<file path="src/rtl/core/jfhc_pkg.sv">
`default_nettype none
// ----------------------------------------------------------------------------
// JPEG frame header classifier package
// Shared types, marker codes and the verdict encoding.
// ----------------------------------------------------------------------------
package jfhc_pkg;

    localparam int QueueDepth = 4;

    localparam logic [7:0] MarkPrefix = 8'hFF;
    localparam logic [7:0] MarkSoi    = 8'hD8;
    localparam logic [7:0] MarkEoi    = 8'hD9;
    localparam logic [7:0] MarkSos    = 8'hDA;
    localparam logic [7:0] MarkSof0   = 8'hC0;
    localparam logic [7:0] MarkSof2   = 8'hC2;
    localparam logic [7:0] MarkTem    = 8'h01;
    localparam logic [7:0] MarkRst0   = 8'hD0;
    localparam logic [7:0] MarkStuff  = 8'h00;
    localparam logic [7:0] MarkDht    = 8'hC4;
    localparam logic [7:0] MarkJpg    = 8'hC8;
    localparam logic [7:0] MarkDac    = 8'hCC;

    localparam logic [15:0] MinSegLen   = 16'd2;
    localparam logic [15:0] MinFrameLen = 16'd8;

    typedef enum logic [3:0] {
        PH_SOI0    = 4'd0,
        PH_SOI1    = 4'd1,
        PH_SCAN    = 4'd2,
        PH_MARK    = 4'd3,
        PH_LEN_HI  = 4'd4,
        PH_LEN_LO  = 4'd5,
        PH_SKIP    = 4'd6,
        PH_FLEN_HI = 4'd7,
        PH_FLEN_LO = 4'd8,
        PH_PREC    = 4'd9,
        PH_H_HI    = 4'd10,
        PH_H_LO    = 4'd11,
        PH_W_HI    = 4'd12,
        PH_W_LO    = 4'd13,
        PH_DONE    = 4'd14
    } t_phase;

    typedef enum logic [2:0] {
        V_NOTJPEG = 3'd0,
        V_BASE    = 3'd1,
        V_PROG    = 3'd2,
        V_UNSUP   = 3'd3,
        V_CORRUPT = 3'd4
    } t_verdict;

    typedef struct packed {
        t_verdict    verdict;
        logic [15:0] width;
        logic [15:0] height;
    } t_result;

    function automatic logic is_standalone(input logic [7:0] m);
        return (m == MarkTem) || ((m >= MarkRst0) && (m <= MarkEoi));
    endfunction

    function automatic logic is_frame(input logic [7:0] m);
        return (m[7:4] == MarkSof0[7:4]) && (m != MarkDht) && (m != MarkJpg)
            && (m != MarkDac);
    endfunction

endpackage
`default_nettype wire

</file>
<file path="src/rtl/core/jfhc_if.sv">
`default_nettype none
// ----------------------------------------------------------------------------
// JPEG frame header classifier channels
// Byte input channel and verdict output channel, valid/ready handshake.
// ----------------------------------------------------------------------------
interface jfhc_in_if;
    logic       valid;
    logic       ready;
    logic [7:0] data_byte;
    logic       last_byte;

    modport source (output valid, output data_byte, output last_byte, input ready);
    modport sink   (input valid, input data_byte, input last_byte, output ready);
endinterface

interface jfhc_out_if;
    logic        valid;
    logic        ready;
    logic [2:0]  verdict;
    logic [15:0] image_width;
    logic [15:0] image_height;

    modport source (output valid, output verdict, output image_width,
                    output image_height, input ready);
    modport sink   (input valid, input verdict, input image_width,
                    input image_height, output ready);
endinterface
`default_nettype wire

</file>
<file path="src/rtl/core/jfhc_parser.sv">
`default_nettype none
// ----------------------------------------------------------------------------
// JPEG frame header classifier parser
// Marker segment state machine: one byte per cycle while bytes are accepted, one verdict per file.
// ----------------------------------------------------------------------------
module jfhc_parser
    import jfhc_pkg::*;
(
    input  wire logic       i_clk,
    input  wire logic       i_rst_n,
    input  wire logic       i_accept,
    input  wire logic [7:0] i_data_byte,
    input  wire logic       i_last_byte,
    output logic            o_push,
    output t_result         o_result
);

    t_phase      r_phase, n_phase, s_phase;
    logic [7:0]  r_marker, n_marker;
    logic [7:0]  r_len_hi, n_len_hi;
    logic [15:0] r_skip, n_skip;
    logic [15:0] r_height, n_height;
    logic [7:0]  r_width_hi, n_width_hi;
    logic        s_emit;
    t_verdict    s_verdict;
    logic [15:0] s_len;
    logic [15:0] s_width;
    logic        s_dims;

    assign s_len   = {r_len_hi, i_data_byte};
    assign s_width = {r_width_hi, i_data_byte};

    // Byte decode: the step the current phase takes on this byte.
    always_comb begin
        s_phase    = r_phase;
        s_emit     = 1'b0;
        s_verdict  = V_CORRUPT;
        s_dims     = 1'b0;
        n_marker   = r_marker;
        n_len_hi   = r_len_hi;
        n_skip     = r_skip;
        n_height   = r_height;
        n_width_hi = r_width_hi;
        unique case (r_phase)
            PH_DONE: begin
            end
            PH_SOI0: begin
                n_marker = i_data_byte;
                s_phase  = PH_SOI1;
            end
            PH_SOI1: begin
                if (r_marker != MarkPrefix || i_data_byte != MarkSoi) begin
                    s_emit    = 1'b1;
                    s_verdict = V_NOTJPEG;
                end else begin
                    s_phase = PH_SCAN;
                end
            end
            PH_MARK: begin
                if (i_data_byte == MarkPrefix) begin
                    s_phase = PH_MARK;
                end else if (i_data_byte == MarkStuff) begin
                    s_phase = PH_SCAN;
                end else if (i_data_byte == MarkEoi || i_data_byte == MarkSos) begin
                    s_emit    = 1'b1;
                    s_verdict = V_UNSUP;
                end else if (is_standalone(i_data_byte)) begin
                    s_phase = PH_SCAN;
                end else if (is_frame(i_data_byte)) begin
                    n_marker = i_data_byte;
                    s_phase  = PH_FLEN_HI;
                end else begin
                    s_phase = PH_LEN_HI;
                end
            end
            PH_LEN_HI, PH_FLEN_HI: begin
                n_len_hi = i_data_byte;
                s_phase  = (r_phase == PH_LEN_HI) ? PH_LEN_LO : PH_FLEN_LO;
            end
            PH_LEN_LO: begin
                if (s_len < MinSegLen) begin
                    s_emit = 1'b1;
                end else if (s_len == MinSegLen) begin
                    s_phase = PH_SCAN;
                end else begin
                    n_skip  = s_len - MinSegLen;
                    s_phase = PH_SKIP;
                end
            end
            PH_SKIP: begin
                n_skip = r_skip - 16'd1;
                if (r_skip == 16'd1) begin
                    s_phase = PH_SCAN;
                end
            end
            PH_FLEN_LO: begin
                if (s_len < MinFrameLen) begin
                    s_emit = 1'b1;
                end else begin
                    s_phase = PH_PREC;
                end
            end
            PH_PREC: begin
                s_phase = PH_H_HI;
            end
            PH_H_HI: begin
                n_height = {i_data_byte, 8'h00};
                s_phase  = PH_H_LO;
            end
            PH_H_LO: begin
                n_height = {r_height[15:8], i_data_byte};
                s_phase  = PH_W_HI;
            end
            PH_W_HI: begin
                n_width_hi = i_data_byte;
                s_phase    = PH_W_LO;
            end
            PH_W_LO: begin
                s_emit = 1'b1;
                if (s_width != 16'd0 && r_height != 16'd0) begin
                    s_dims = 1'b1;
                    if (r_marker == MarkSof0) begin
                        s_verdict = V_BASE;
                    end else if (r_marker == MarkSof2) begin
                        s_verdict = V_PROG;
                    end else begin
                        s_verdict = V_UNSUP;
                    end
                end
            end
            default: begin
                s_phase = (i_data_byte == MarkPrefix) ? PH_MARK : PH_SCAN;
            end
        endcase
    end

    // Next state.
    always_comb begin
        n_phase = r_phase;
        if (i_accept) begin
            if (i_last_byte) begin
                n_phase = PH_SOI0;
            end else if (s_emit) begin
                n_phase = PH_DONE;
            end else begin
                n_phase = s_phase;
            end
        end
    end

    // Outputs.
    always_comb begin
        o_push          = 1'b0;
        o_result.verdict = s_verdict;
        o_result.width  = s_dims ? s_width : 16'd0;
        o_result.height = s_dims ? r_height : 16'd0;
        if (i_accept && r_phase != PH_DONE) begin
            o_push = s_emit || i_last_byte;
        end
    end

    always_ff @(posedge i_clk) begin
        if (!i_rst_n || (i_accept && i_last_byte)) begin
            r_phase    <= PH_SOI0;
            r_marker   <= 8'h00;
            r_len_hi   <= 8'h00;
            r_skip     <= 16'd0;
            r_height   <= 16'd0;
            r_width_hi <= 8'h00;
        end else begin
            r_phase <= n_phase;
            if (i_accept) begin
                r_marker   <= n_marker;
                r_len_hi   <= n_len_hi;
                r_skip     <= n_skip;
                r_height   <= n_height;
                r_width_hi <= n_width_hi;
            end
        end
    end

endmodule
`default_nettype wire

</file>
<file path="src/rtl/core/jfhc_queue.sv">
`default_nettype none
// ----------------------------------------------------------------------------
// JPEG frame header classifier result queue
// Short queue with a registered output stage towards the result channel.
// ----------------------------------------------------------------------------
module jfhc_queue
    import jfhc_pkg::*;
#(
    parameter int DEPTH = QueueDepth
) (
    input  wire logic    i_clk,
    input  wire logic    i_rst_n,
    input  wire logic    i_push,
    input  wire t_result i_result,
    output logic         o_space,
    input  wire logic    i_out_ready,
    output logic         o_out_valid,
    output t_result      o_out_result
);

    localparam int AW = (DEPTH > 1) ? $clog2(DEPTH) : 1;
    localparam int CW = $clog2(DEPTH + 1);
    localparam logic [AW-1:0] LastAddr = AW'(DEPTH - 1);

    t_result       r_mem [DEPTH];
    logic [AW-1:0] r_wr, n_wr;
    logic [AW-1:0] r_rd, n_rd;
    logic [CW-1:0] r_count, n_count;
    logic          r_valid, n_valid;
    t_result       r_out;
    logic          s_pop;

    assign o_space      = (r_count != CW'(DEPTH));
    assign s_pop        = (r_count != '0) && (!r_valid || i_out_ready);
    assign o_out_valid  = r_valid;
    assign o_out_result = r_out;

    always_comb begin
        n_wr    = (i_push) ? ((r_wr == LastAddr) ? '0 : r_wr + 1'b1) : r_wr;
        n_rd    = (s_pop) ? ((r_rd == LastAddr) ? '0 : r_rd + 1'b1) : r_rd;
        n_count = r_count + CW'(i_push) - CW'(s_pop);
        n_valid = s_pop || (r_valid && !i_out_ready);
    end

    always_ff @(posedge i_clk) begin
        if (i_push) begin
            r_mem[r_wr] <= i_result;
        end
        if (s_pop) begin
            r_out <= r_mem[r_rd];
        end
    end

    always_ff @(posedge i_clk) begin
        if (!i_rst_n) begin
            r_wr    <= '0;
            r_rd    <= '0;
            r_count <= '0;
            r_valid <= 1'b0;
        end else begin
            r_wr    <= n_wr;
            r_rd    <= n_rd;
            r_count <= n_count;
            r_valid <= n_valid;
        end
    end

endmodule
`default_nettype wire

</file>
<file path="src/rtl/core/jpeg_frame_header_classifier_core.sv">
`default_nettype none
// ----------------------------------------------------------------------------
// JPEG frame header classifier core
// Reads a JPEG file one byte per beat and reports its frame type and size.
//
// The byte channel carries data_byte and last_byte, one byte of the file per
// beat, with last_byte set on the final byte. The result channel carries one
// beat per file: the verdict and, when a start-of-frame gave it, the image
// width and height. A verdict goes from the parser into the queue memory
// and then into the registered output stage; bytes after a verdict produce
// nothing until the last byte, which rearms the parser for the next file.
// A new byte is taken every cycle while the queue has space. The parser
// writes verdicts into a queue of QUEUE_DEPTH entries ahead of a registered
// output stage; the byte channel drops ready only while that queue is full, so
// a stalled receiver holds the input back only once several verdicts are waiting.
// Synchronous reset clears the parser to expect a start-of-image marker and
// empties the queue; no results are pending after reset.
// ----------------------------------------------------------------------------
module jpeg_frame_header_classifier_core
    import jfhc_pkg::*;
#(
    parameter int QUEUE_DEPTH = QueueDepth
) (
    input  wire logic    i_clk,
    input  wire logic    i_rst_n,
    jfhc_in_if.sink      i_byte,
    jfhc_out_if.source   o_result
);

    logic    s_accept;
    logic    s_push;
    logic    s_space;
    t_result s_result;
    t_result s_out;

    assign i_byte.ready = s_space;
    assign s_accept     = i_byte.valid && s_space;

    jfhc_parser u_parser (
        .i_clk       (i_clk),
        .i_rst_n     (i_rst_n),
        .i_accept    (s_accept),
        .i_data_byte (i_byte.data_byte),
        .i_last_byte (i_byte.last_byte),
        .o_push      (s_push),
        .o_result    (s_result)
    );

    jfhc_queue #(
        .DEPTH (QUEUE_DEPTH)
    ) u_queue (
        .i_clk        (i_clk),
        .i_rst_n      (i_rst_n),
        .i_push       (s_push),
        .i_result     (s_result),
        .o_space      (s_space),
        .i_out_ready  (o_result.ready),
        .o_out_valid  (o_result.valid),
        .o_out_result (s_out)
    );

    assign o_result.verdict      = s_out.verdict;
    assign o_result.image_width  = s_out.width;
    assign o_result.image_height = s_out.height;

endmodule
`default_nettype wire

</file>
<file path="src/flat_wrapper.sv">
// flat-port wrapper written by rule: the top's interface ports become plain ports
module jpeg_frame_header_classifier_core_flat import jfhc_pkg::*;
#(
    parameter int QUEUE_DEPTH = QueueDepth
)
  (i_clk, i_rst_n, i_byte_valid, i_byte_data_byte, i_byte_last_byte, i_byte_ready, o_result_valid, o_result_verdict, o_result_image_width, o_result_image_height, o_result_ready);
  jfhc_in_if i_byte_i ();
  jfhc_out_if o_result_i ();
  input  wire logic i_clk;
  input  wire logic i_rst_n;
  input wire logic [$bits(i_byte_i.valid)-1:0] i_byte_valid;
  input wire logic [$bits(i_byte_i.data_byte)-1:0] i_byte_data_byte;
  input wire logic [$bits(i_byte_i.last_byte)-1:0] i_byte_last_byte;
  output wire logic [$bits(i_byte_i.ready)-1:0] i_byte_ready;
  output wire logic [$bits(o_result_i.valid)-1:0] o_result_valid;
  output wire logic [$bits(o_result_i.verdict)-1:0] o_result_verdict;
  output wire logic [$bits(o_result_i.image_width)-1:0] o_result_image_width;
  output wire logic [$bits(o_result_i.image_height)-1:0] o_result_image_height;
  input wire logic [$bits(o_result_i.ready)-1:0] o_result_ready;
  assign i_byte_i.valid = i_byte_valid;
  assign i_byte_i.data_byte = i_byte_data_byte;
  assign i_byte_i.last_byte = i_byte_last_byte;
  assign i_byte_ready = i_byte_i.ready;
  assign o_result_valid = o_result_i.valid;
  assign o_result_verdict = o_result_i.verdict;
  assign o_result_image_width = o_result_i.image_width;
  assign o_result_image_height = o_result_i.image_height;
  assign o_result_i.ready = o_result_ready;
  jpeg_frame_header_classifier_core #(.QUEUE_DEPTH(QUEUE_DEPTH)) u_core (.i_clk(i_clk), .i_rst_n(i_rst_n), .i_byte(i_byte_i), .o_result(o_result_i));
endmodule
</file>
<file path="config.mk">
export PLATFORM = sky130hd
export DESIGN_NAME = jpeg_frame_header_classifier_core_flat
export DESIGN_NICKNAME = d
export VERILOG_FILES = /design/src/rtl/core/jfhc_pkg.sv /design/src/rtl/core/jfhc_if.sv /design/src/rtl/core/jfhc_parser.sv /design/src/rtl/core/jfhc_queue.sv /design/src/rtl/core/jpeg_frame_header_classifier_core.sv /design/src/flat_wrapper.sv
export SDC_FILE = /design/constraint.sdc
export NUM_CORES = 1
export LEC_CHECK = 0
export BUFFER_PORTS_ARGS = -buffer_cell sky130_fd_sc_hd__buf_4
export CORE_ASPECT_RATIO = 0.5
export CORE_UTILIZATION = 55
export CTS_BUF_LIST = sky130_fd_sc_hd__clkbuf_8
export CTS_CLUSTER_DIAMETER = 30
export DETAILED_ROUTE_END_ITERATION = 7
export PLACE_DENSITY_LB_ADDON = 0.2
export SKIP_LAST_GASP = 1
export SYNTH_ARGS = -nofsm -noshare
export SYNTH_HDL_FRONTEND = slang
export SYNTH_HIERARCHICAL = 1
export SYNTH_SLANG_ARGS = --single-unit
</file>
<file path="constraint.sdc">
create_clock -name i_clk -period 5.95 [get_ports i_clk]
set_input_delay 0.8925 -clock i_clk [delete_from_list [all_inputs] [get_ports i_clk]]
set_output_delay 0.8925 -clock i_clk [all_outputs]
set_load 0.1 [all_outputs]
</file>
==> results of run 1 <==
flip-flops by register name, summed over array words and instances (netlist names):
register	cells
u_core/u_queue/o_out_result	35
u_core/u_queue/r_rd	2
u_core/u_parser/r_skip	16
u_core/u_parser/r_marker	8
u_core/u_queue/o_out_valid	1
u_core/u_parser/r_len_hi	8
u_core/u_parser/r_height	16
u_core/u_queue/r_mem	140
u_core/u_parser/r_width_hi	8
u_core/u_queue/r_wr	2
u_core/u_parser/r_phase	4
u_core/u_queue/r_count	3
power by group through the flow:
stage / Sequential (mW) / Combinational (mW) / Clock [mW]
after floorplan: 3.15 / 0.650 / 0
after global placement: 2.21 / 1.91 / 0
after detailed placement: 2.21 / 1.93 / 0
after CTS: 2.18 / 1.94 / 1.37
after global routing: 2.20 / 2.00 / 1.45
final: 2.18 / 1.92 / 1.34
cells by family after synthesis:
| logic type | after synthesis |
|---|---|
| buffers and inverters | 62 |
| AND/OR/NAND/NOR | 237 |
| multiplexers | 61 |
| AO/OA/AOI/OAI | 124 |
| adder cells (fa/ha/maj) | 12 |
| flip-flops | 243 |
| XOR/XNOR | 15 |
worst max-delay path by stage:
stage / cells after the start / end / slack (ns) / startpoint
floorplan: 9 / u_core/u_queue/r_count[2] / 1.71 / o_result_ready
finish: 8 / u_core/u_queue/r_mem[2][10] / 2.61 / u_core/u_parser/r_phase[0]
global placement: 12 / u_core/u_queue/r_count[2] / 2.47 / i_byte_data_byte[1]
detailed placement: 12 / u_core/u_queue/r_count[2] / 2.43 / i_byte_data_byte[1]
global route: 8 / u_core/u_queue/r_mem[2][3] / 2.37 / u_core/u_parser/r_phase[0]
CTS: 8 / u_core/u_queue/r_mem[0][4] / 2.69 / u_core/u_parser/r_phase[0]
routing by layer:
layer  GRT usage  vias to the layer above  routed length [um]
met4     0.05270                        0                 210
met3     0.05373                       25                1733
met2      0.3409                      273                9312
met1      0.3497                     3118                9809
met5           0                        -                   0
li1            -                     2946                   -
cells in the final DEF (no fill, tap or decap), types with 9 or more instances in the layout:
cell and n:
inv_1 32, nor2_1 71, nand3_1 9, clkbuf_8 39, mux2i_1 26, dfxtp_1 67, ha_1 11, a21oi_1 35
and2_1 38, o21ai_0 25, buf_4 59, mux4_2 28, nand2_1 50, edfxtp_1 175, nor3_1 10, nor4_1 15
o211ai_1 9
synthesized netlist by cell type, types with 7 or more instances:
master and count:
mux4_1 7, a22oi_1 8, a21oi_2 7, and2_1 38, o211ai_1 9, nor2_1 71
o21ai_2 8, mux4_2 28, clkbuf_1 27, inv_1 19, mux2i_1 26, buf_2 10
xor2_1 8, nor3_1 11, nand3_1 9, nand2_1 51, ha_1 11, a21oi_1 36
o21ai_0 25, nor4_1 15, nand4_1 8, dfxtp_1 68, edfxtp_1 175, xnor2_1 7
layout make-up:
| type | count | share of cell area |
|---|---|---|
| Clock buffer | 39 | 0.04653 |
| Inverter | 19 | 0.006183 |
| Clock inverter | 27 | 0.01529 |
| Sequential cell | 243 | 0.5737 |
| Multi-Input combinational cell | 449 | 0.2945 |
| Tap cell | 234 | 0.02538 |
| Timing Repair Buffer | 59 | 0.03840 |
worst reg2reg max path: stages, from the launching register on:
cell and delay, ns:
dfxtp_1 0.84, nor4bb_1 0.41, nand4_1 0.21, o21ai_0 0.14, a211o_1 0.21, nor2_1 0.07
nor2_1 0.41, and2_1 0.20, buf_4 0.46
==> results.md, run 1 <==
- Antenna diodes: 0
- Clock Power Share: 0.246
- Crit. End Element: flip-flop
- Clock root buffer: clkbuf_8
- Area contributors post-synth: edfxtp_1 51%, dfxtp_1 13%, mux4_2 6.1%
- DP Cell Count: 1004
- Startpoint type of the worst setup path: flip-flop
- XOR/XNOR Fraction of Synth Area: 0.01275
- CP max FO: 35
- Final Max Slew Viols: 0
- Main combinational cell family by area after synthesis: simple AND/OR/NAND/NOR gates
- Share of cells above drive strength 1: 0.1926
- Die Ht: 98.80 um
- Global-route wire length before repair: 34130 um
- Setup bufs post-CTS: 0
- GPL Wtd Cong: 0.8849
- Crit Path Class: flip-flop to flip-flop
- Prevailing post-synth register cell: edfxtp_1
- Fmax: 299.7 MHz
- Post-cts sizing count: 0
- Final core occ: 0.6456
- Layout Skew: 0.02194 ns
- Adder-cell share of the synthesized area: 0.01529
- DR WL/cell: 19.69 um
- Non-filler instance count after layout: 1070
- Filler cells: 1289
- Status: complete, no violations
- EDFF count, synth: 175
- Fin area: 11530 um2
- Rows: 34
- Clock transition at path regs: 0.06 ns
- Post-DP HPWL: 13020 um
- Post-Syn Area: 10310 um2
- R2R Path End: u_core/u_queue/r_mem[2][10]
- FF/Latch Area: 6618 um2
- Synth Warn #: 6
- Min-Delay Startpoint: u_core/u_parser/r_skip[12]
- Vias in the first global route: 6197
- Unrepaired setup endpoints after global routing: no
- Critical path's most frequent cell: nor2_1
- Area of the multi-input gates: 3397 um2
- Max-cap viol count: 0
- Synth Area in Simple Gates: 0.1174
- Area growth from synthesis to layout: 11.91%
- DRT Wirelength: 21070 um
- Distinct cells, synth: 61
- Compound-Gate Fraction of Synth Area: 0.07805
- R2r setup slk: 2.61 ns
- Die Area: 19330 um2
- Synth Register Bits: 243
- Place WS: 2.430 ns
- Combinational share of power: 0.353
- Final Hold Vio Count: 0
- Top-area cell type share of the netlist area: 0.5098
- Grt ovf: 0
- Via count: 6362
- Final worst-path cycle share: 0.5608
- Post-DRT Antenna Nets: 0
- CTS Buf Count: 36
- Die extent in x: 195.6 um
- Sw Ratio: 0.3951
- Hold Path Cell Cnt: 2
- Hold Crit Class: flip-flop to flip-flop
- Clock buffer depth: 3
- Max incr delay on CP: 0.84 ns
- Syn Nets: 779
- Drt drc: 0
- Port bufs: 49
- Hold endpoint: u_core/u_parser/r_skip[12]
- Crit path cell chain: nor4bb_1 > nand4_1 > o21ai_0 > a211o_1 > nor2_1 > nor2_1 > and2_1 > buf_4
- Largest net degree at the start of global routing: 60
- Pint: 3.289 mW
- H-tree levels: 2
- Power per Cell Area: 471.4 nW/um2
- CTS tree: yes
- Final nets: 833
- Hold slack: 0.4635 ns
- Gr usage total: 0.2311
- Syn Area/Cell: 13.67 um2
- Leakage power: 4.141 nW
- Initial antenna violation count: 0
- Cells after synthesis: 754
- Setup tns final: 0 ns
- Delay-heaviest family, CP: simple AND/OR/NAND/NOR gates
- Multiplexer area fraction after synthesis: 0.1043
- Placed cell area: 10820 um2
- CP max stage cell: dfxtp_1
- Worst-case reg-to-reg path depth: 8
- Sequential share of power: 0.400
- RR Startpoint: u_core/u_parser/r_phase[0]
- Core Area: 17870 um2
- Pwr Total: 5.437 mW
- Critical path data required time: 6.11 ns
- Crit path DAT: 3.50 ns
- Initial Util: 0.5769
- Starting DRT DRC Count: 761
- Final setup viols: 0
- Clock sink total: 243
- Sw power: 2.148 mW
- Fin crit period: 3.337 ns
- Maximum vdd drop: 0.2589 mV
- Register area share after synthesis: 0.6419
- # hold bufs at CTS: 0
- Post-synth top area cell: edfxtp_1
- Worst relative slew slack: 0.2879
- Worst-Skew Late Latency: 0.54 ns
- Async SR Flop Fraction: 0
- I/O Pins: 50
- Worst setup margin: 2.613 ns
- Slew @ Worst Pin: 1.058 ns
- Pre-Repair DR Iteration Count: 5
- Vias per Instance: 5.946
- Critical path buffers and inverters: 1
Note: power is estimated with default switching activity, not from simulation.
==> inputs of run 2 (changes only) <==
==> constraint.sdc (replaced) <==
create_clock -name i_clk -period 3.3 [get_ports i_clk]
set_input_delay 0.495 -clock i_clk [delete_from_list [all_inputs] [get_ports i_clk]]
set_output_delay 0.495 -clock i_clk [all_outputs]
set_load 0.1 [all_outputs]
==> results.md, run 2 (synthesis results as in run 1) <==
- Clock root buffer: clkbuf_8
- Commonest cells after routing, fill and taps aside: 175 x edfxtp_1, 71 x nor2_1, 67 x dfxtp_1, 66 x buf_4, 50 x nand2_1
- Top reg by flops: u_core/u_queue/r_mem
- CTS Buf Count: 37
- DRT Wirelength: 20710 um
- Setup bufs post-CTS: 0
- Crit. End Element: flip-flop
- Largest net degree at the start of global routing: 46
- Unrepaired setup endpoints after global routing: no
- Die extent in x: 195.6 um
- Power per Cell Area: 836.9 nW/um2
- Crit path DAT: 3.12 ns
- Clock sink total: 243
- DP Cell Count: 1015
- Final nets: 845
- Slew @ Worst Pin: 0.9568 ns
- Clock transition at path regs: 0.06 ns
- H-tree levels: 2
- Share of cells above drive strength 1: 0.2064
- GPL Wtd Cong: 0.9223
- DR WL/cell: 19.14 um
- Maximum vdd drop: 0.4661 mV
- Global-route wire length before repair: 33380 um
- Via count: 6319
- Status: complete, no violations
- Non-filler instance count after layout: 1082
- Hold Crit Class: primary input to flip-flop
- Grt ovf: 0
- Startpoint type of the worst setup path: flip-flop
- Initial Util: 0.5769
- Area growth from synthesis to layout: 13.13%
- Vias per Instance: 5.840
- Worst relative slew slack: 0.3563
- Antenna diodes: 0
- Most common cell after layout, fill and taps aside: edfxtp_1
- Layout Skew: 0.02674 ns
- Fmax: 344.3 MHz
- Die Ht: 98.80 um
- Post-DP HPWL: 13130 um
- Pwr Total: 9.760 mW
- Final worst-path cycle share: 0.8801
- Final Hold Vio Count: 0
- Starting DRT DRC Count: 530
- Crit Path Class: flip-flop to flip-flop
- Post-cts sizing count: 0
- Rows: 34
- Gr usage total: 0.2253
- Critical path data required time: 3.52 ns
- Pre-Repair DR Iteration Count: 5
- Post-DRT Antenna Nets: 0
- Setup tns final: 0 ns
- RR Startpoint: u_core/u_parser/r_len_hi[3]
- Critical path origin: u_core/u_parser/r_len_hi[3]
- CP max FO: 29
- Initial antenna violation count: 0
- Hold slack: 0.2953 ns
- Placed cell area: 10960 um2
- Flip-flop count of the largest register after layout: 140
- Fin area: 11660 um2
- Max-cap viol count: 0
- I/O Pins: 50
- Leakage power: 4.220 nW
- Vias in the first global route: 6213
- Min-Delay Startpoint: i_rst_n
- Clock buffer depth: 3
- Final setup viols: 0
- Core Area: 17870 um2
- Worst-Skew Late Latency: 0.53 ns
- CTS tree: yes
- Die Area: 19330 um2
- Drt drc: 0
- Final Max Slew Viols: 0
- Port bufs: 49
- Fin crit period: 2.904 ns
- # hold bufs at CTS: 0
-- run 2: area by class of cell --
cell class,count,area [um2]
inverters,19,71.32
clock buffers,40,550.5
fillers,1281,6206
clock inverters,27,151.4
well taps,234,292.8
flip-flops and latches,243,6618
multi-input cells,449,3402
repair buffers,70,575.6
-- run 2: critical path: stages, from the launching register on --
cell and delay (ns):
dfxtp_1 0.35, nor4_1 0.55, nand2_1 0.18, o22ai_1 0.17, a211o_1 0.23, nor2_1 0.06
nor2_1 0.39, and2_2 0.41, buf_12 0.25
-- run 2: final timing paths --
path,cells after the start,slack [ns],endpoint
worst max-delay path,8,0.40,u_core/u_queue/r_mem[2][1]
worst min-delay path,3,0.30,u_core/u_queue/r_rd[0]
worst max register to register,8,0.40,u_core/u_queue/r_mem[2][1]
worst min register to register,2,0.46,u_core/u_parser/r_skip[12]
-- run 2: per-layer routing --
layer  GRT usage  vias to the layer above  part of all wire
li1            -                     2967                 -
met1      0.3289                     3125              0.47
met2      0.3473                      205              0.45
met3     0.05168                       22             0.072
met4     0.05209                        0            0.0092
met5           0                        -                 0
-- run 2: where the power goes --
| group | switching (mW) | internal, mW |
|---|---|---|
| Clock | 1.15 | 1.21 |
| Combinational | 2.51 | 0.911 |
| Sequential | 0.194 | 3.78 |
| Total | 3.85 | 5.91 |
-- run 2: per-stage QoR --
stage                     utilization  setup WS, ns
after floorplan                     -     -0.007583
after global placement         0.6134        0.2891
after detailed placement       0.6134        0.2450
after CTS                      0.6527        0.4196
after global routing           0.6527        0.2024
final                          0.6527        0.3958
